**config.mk**
```make
export PLATFORM = sky130hd
export DESIGN_NAME = lsc_ram
export DESIGN_NICKNAME = d
export VERILOG_FILES = /design/src/assert_macros.svh /design/src/lsc_ram.sv
export SDC_FILE = /design/constraint.sdc
export NUM_CORES = 1
export LEC_CHECK = 0
export BUFFER_PORTS_ARGS = -buffer_cell sky130_fd_sc_hd__buf_2
export CORE_MARGIN = 1.5
export CORE_UTILIZATION = 45
export CTS_BUF_LIST = sky130_fd_sc_hd__clkbuf_8
export CTS_CLUSTER_DIAMETER = 120
export CTS_CLUSTER_SIZE = 24
export DETAILED_ROUTE_END_ITERATION = 10
export SLEW_MARGIN = 20
export SYNTH_ARGS = -nofsm -noshare
export SYNTH_HDL_FRONTEND = slang
export SYNTH_SLANG_ARGS = --single-unit
```
**constraint.sdc**
```tcl
create_clock -name clk -period 3.55 [get_ports clk]
set_input_delay 0.5325 -clock clk [delete_from_list [all_inputs] [get_ports clk]]
set_output_delay 0.5325 -clock clk [all_outputs]
set_load 0.03 [all_outputs]
```
**src/assert_macros.svh**
```systemverilog
// Assertion macros shared by the lru size cache RTL.
// Define ASSERT_OFF to compile them out.
`ifndef ASSERT_MACROS_SVH
`define ASSERT_MACROS_SVH
`ifndef ASSERT_OFF
`define ASSERT_IMPL(lbl, clk, rst_n, prop) \
	lbl: assert property (@(posedge clk) disable iff (!rst_n) prop) else $error("assert failed");
`define ASSERT_NEVER(lbl, clk, rst_n, expr) \
	lbl: assert property (@(posedge clk) disable iff (!rst_n) !(expr)) else $error("never failed");
`else
`define ASSERT_IMPL(lbl, clk, rst_n, prop)
`define ASSERT_NEVER(lbl, clk, rst_n, expr)
`endif
`endif

```
**src/lsc_ram.sv**
```systemverilog
// Generic simple dual port RAM: one write port, one registered read port.
// No dependencies.
`timescale 1ns / 1ps
module lsc_ram #(
	parameter int WIDTH = 8,
	parameter int DEPTH = 16
) (
	input  logic                     clk,
	input  logic                     we,
	input  logic [$clog2(DEPTH)-1:0] waddr,
	input  logic [WIDTH-1:0]         wdata,
	input  logic [$clog2(DEPTH)-1:0] raddr,
	output logic [WIDTH-1:0]         rdata
);
	logic [WIDTH-1:0] mem_q [DEPTH];
	always_ff @(posedge clk) begin
		if (we) begin
			mem_q[waddr] <= wdata;
		end
		rdata <= mem_q[raddr];
	end
endmodule

```
Word-level counts from Yosys, hierarchy flattened
Memories as Yosys holds them, arrays and structs flattened. A register that Yosys moved wholly into a read port is not among the register bits.
Cells that the tools add are included.
{"block": "totals", "regBits": 0, "mem_bits_rw": 128, "inputBits": 18, "wordCells": 3, "memories": 1}
{"memory": "mem_q", "words": 16, "width": 8, "rd": 1, "rd_clocked_by_memory_dff": 1, "write_ports": 1, "line": "lsc_ram.sv:15", "source": "logic [WIDTH-1:0] mem_q [DEPTH];"}
{"block": "op_classes", "mux": 2}
{"cell": "$mux W1", "n": 2}

Longest topological paths before layout
{"block": "depth", "word_depth": 2, "depth_mapped": 5, "depth_no_buf": 3}

Worst setup path after synthesis
Ideal clock, no wire load.
{"block": "synth_path", "path_kind": "input -> register", "start": "input port waddr[2]", "end": "memory mem_q[0][0] (enable)", "stages": 2, "arrival_time_ns": 1.642, "setup_slack_ns": 1.525, "setup_ns": 0.383, "path_cell_list": "or3b_2 -> nor3_1"}
{"element": "start, declared", "line": "lsc_ram.sv:10", "source": "input logic [$clog2(DEPTH)-1:0] waddr,"}
{"element": "end, declared", "line": "lsc_ram.sv:15"}
Straight into the memory's write port.

Worst setup path in the final report
{"block": "layout_path", "start": "input port waddr[2]", "end": "memory mem_q[1][1] (enable)"}
Straight into the memory's write port.

==> impl_metrics.toml <==
[setup_path]
criticalPathCategory = "in2reg"
cp.required_ns = 3.59
crit_path_top_delay_cell = "nor2_1"
path_buf_inv = 1
startpoint_type = "primary input"
critical_path_arrival_ns = 1.92
crit_family = "simple AND/OR/NAND/NOR gates"
crit_start = "waddr[2]"
crit_fanout = 8
cp-endpoint = "mem_q[1][1]"
reg2reg_to = "rdata[5]"
cp-end-kind = "register"
rrSetupSlack_ns = 2.18
r2r-start = "mem_q[2][5]"
cpPeakStageDelay_ns = 0.75
rr_worst_depth = 3
path_cells = "buf_2 > or3b_2 > nor2_1"
path_depth = 3

[finish]
diodes = 0
syn_to_final_growth_pct = 11.69
fin_area_sq_mm = 0.005749
drive_gt1_share_pct = 28.62
nNetsFinal = 288
multiInputGateArea_sq_mm = 0.001057
seq_area_sq_mm = 0.004004
fillCellCount = 860

[routing]
drt_iter0_drc = 158
dr.pass1.iters = 4
drc_errors = 0
vias_per_cell = 5.501
post_drt_wl_per_cell_um = 22.97
vias = 2327
antenna_left = 0
routed_wl_um = 9715

[power]
vdd_ir_drop_max_mv = 0.1722
power.leakage_nw = 1.895
power_density_mw_per_mm2 = 529.7

[hold_path]
min_path_type = "in2reg"
min_from = "wdata[4]"

[timing]
fin_crit_ns = 1.879
timing.hold.ws_ns = 0.4870
tns_ns = 0
drv_slew = 0
hold_viol_final = 0
setup-violations-final = 0
finalCritPeriodShare_pct = 52.92
tightest_slew_ns = 0.9890
fin_skew_ns = 0.01309
rsz0062_at_grt = "false"
slew-limit-headroom_pct = 33.82
clock.fmax_mhz = 532.3

[logic_synthesis]
syn-num-nets = 247
ys.flop_type = "edfxtp_1"
yosys.cell_types.count = 19
syn_avg_cell_area_sq_um = 22.48
yosysTopAreaCell = "edfxtp_1"
synth-seq-cells = 136
synth_common_cells = "edfxtp_1 (128), mux4_2 (18), a22oi_1 (16)"
synth.area.top_cells = "edfxtp_1 (75%), mux4_2 (7.9%), mux4_1 (7.1%), dfxtp_1 (3.1%), a22oi_1 (2.3%)"
yosysWarningCount = 0
yosys.area.top_type_share_pct = 74.67
synth_edf_count = 128
syn-cell-area_sq_mm = 0.005147
yosysSeqAreaShare_pct = 77.78
synthArstFlopShare_pct = 0
synth.most_common_cell = "edfxtp_1"
syn_inst = 229

[die]
core-area_sq_mm = 0.01098
start_util_pct = 46.87
row_count = 38
die_area_sq_mm = 0.01209
pin_count = 26
fp.dieH_um = 110.0
die_w_um = 110.0

[clocking]
cts_resized = 0
cts_made_buffers = 17
root_buffer = "clkbuf_8"
cts_tree = "built"
clkLatencyLatePin_ns = 0.42
cts.htree.levels = 4
cts_hold_buf = 0
cts.sinks = 136
cts_setup_buffers = 0
clkTransAtPathRegs_ns = 0.08
clock_path_buffers = 2

[global_routing]
grt_pass1_wl_um = 14630
grt_remaining_overflow = 0
grt_pass1_vias = 2438
grt_max_degree = 33
grt_use_total_pct = 18.25
antenna_found_initial = 0

[job]
cap_viol_max_count = 0

[placed_design]
placed_area_sq_mm = 0.005414
io_buffers = 25
globalplace.congestion = 0.6633
dp_hpwl_um = 5816

[run_status]
outcome = "completed"
## final cells by class
class,count,area share [%]
well taps,140,3.047
clock buffers,17,4.070
clock inverters,15,1.763
repair buffers,32,3.090
multi-input cells,83,18.39
flip-flops and latches,136,69.64
## logic make-up after synthesis
group / share of synthesized area [%]
buf+inv: 1.677
flops: 77.78
mux: 15.02
compound gates: 2.334
simple gates: 3.184
## flip-flops by register name, indices dropped and copies added (netlist names)
| name | flops |
|---|---|
| rdata | 8 |
| mem_q | 128 |
## metrics by stage
stage | std cells | power [mW] | util, % | worst slack (ns)
2_1_floorplan | 229 | 1.949 | - | 1.525
3_3_place_gp | 391 | 2.018 | 49.29 | 1.247
3_5_place_dp | 391 | 2.021 | 49.29 | 1.213
4_1_cts | 423 | 3.070 | 52.35 | 1.664
5_1_grt | 423 | 3.159 | 52.35 | 1.616
6_report | 423 | 3.045 | 52.35 | 1.671
## worst reg2reg max path, cell delays in order (launching register included)
cell and delay, ns:
edfxtp_1 0.37, mux4_1 0.50, a22oi_1 0.27, nand2_1 0.11
## layout by cell type, fill, tap and decap left out
cell type / n
a22oi_1: 16
and2_1: 1
and2b_1: 1
buf_2: 25
buf_4: 7
clkbuf_8: 17
clkinv_1: 2
clkinv_2: 4
clkinv_4: 1
clkinvlp_4: 4
dfxtp_1: 8
edfxtp_1: 128
inv_6: 4
mux4_1: 14
mux4_2: 18
nand2_1: 9
nand2b_1: 2
nand3_1: 1
nand3b_1: 2
nor2_1: 13
nor2b_1: 1
nor3_1: 4
or3b_2: 1
## worst min-delay path by stage
stage                              end  slack [ns]  cells after the start
final                     mem_q[11][4]        0.49                      1
after global routing      mem_q[11][4]        0.47                      1
after CTS                  mem_q[8][0]        0.47                      1
after detailed placement      rdata[4]        0.67                      3
after global placement        rdata[1]        0.66                      3
after floorplan               rdata[0]        0.63                      3
## where the power goes
group | total, mW | internal, mW | switching (mW)
Clock | 1.06 | 0.480 | 0.584
Sequential | 1.80 | 1.79 | 0.0115
Combinational | 0.177 | 0.0663 | 0.110
## layer usage
metal | share of wire, % | vias up | global-route usage (%)
li1 | - | 1054 | -
met5 | 0 | - | 0
met4 | 1.1 | 0 | 6.772
met3 | 5.6 | 8 | 5.157
met1 | 43 | 1200 | 24.90
met2 | 50 | 65 | 28.17
(Power assumes the default switching activity.)
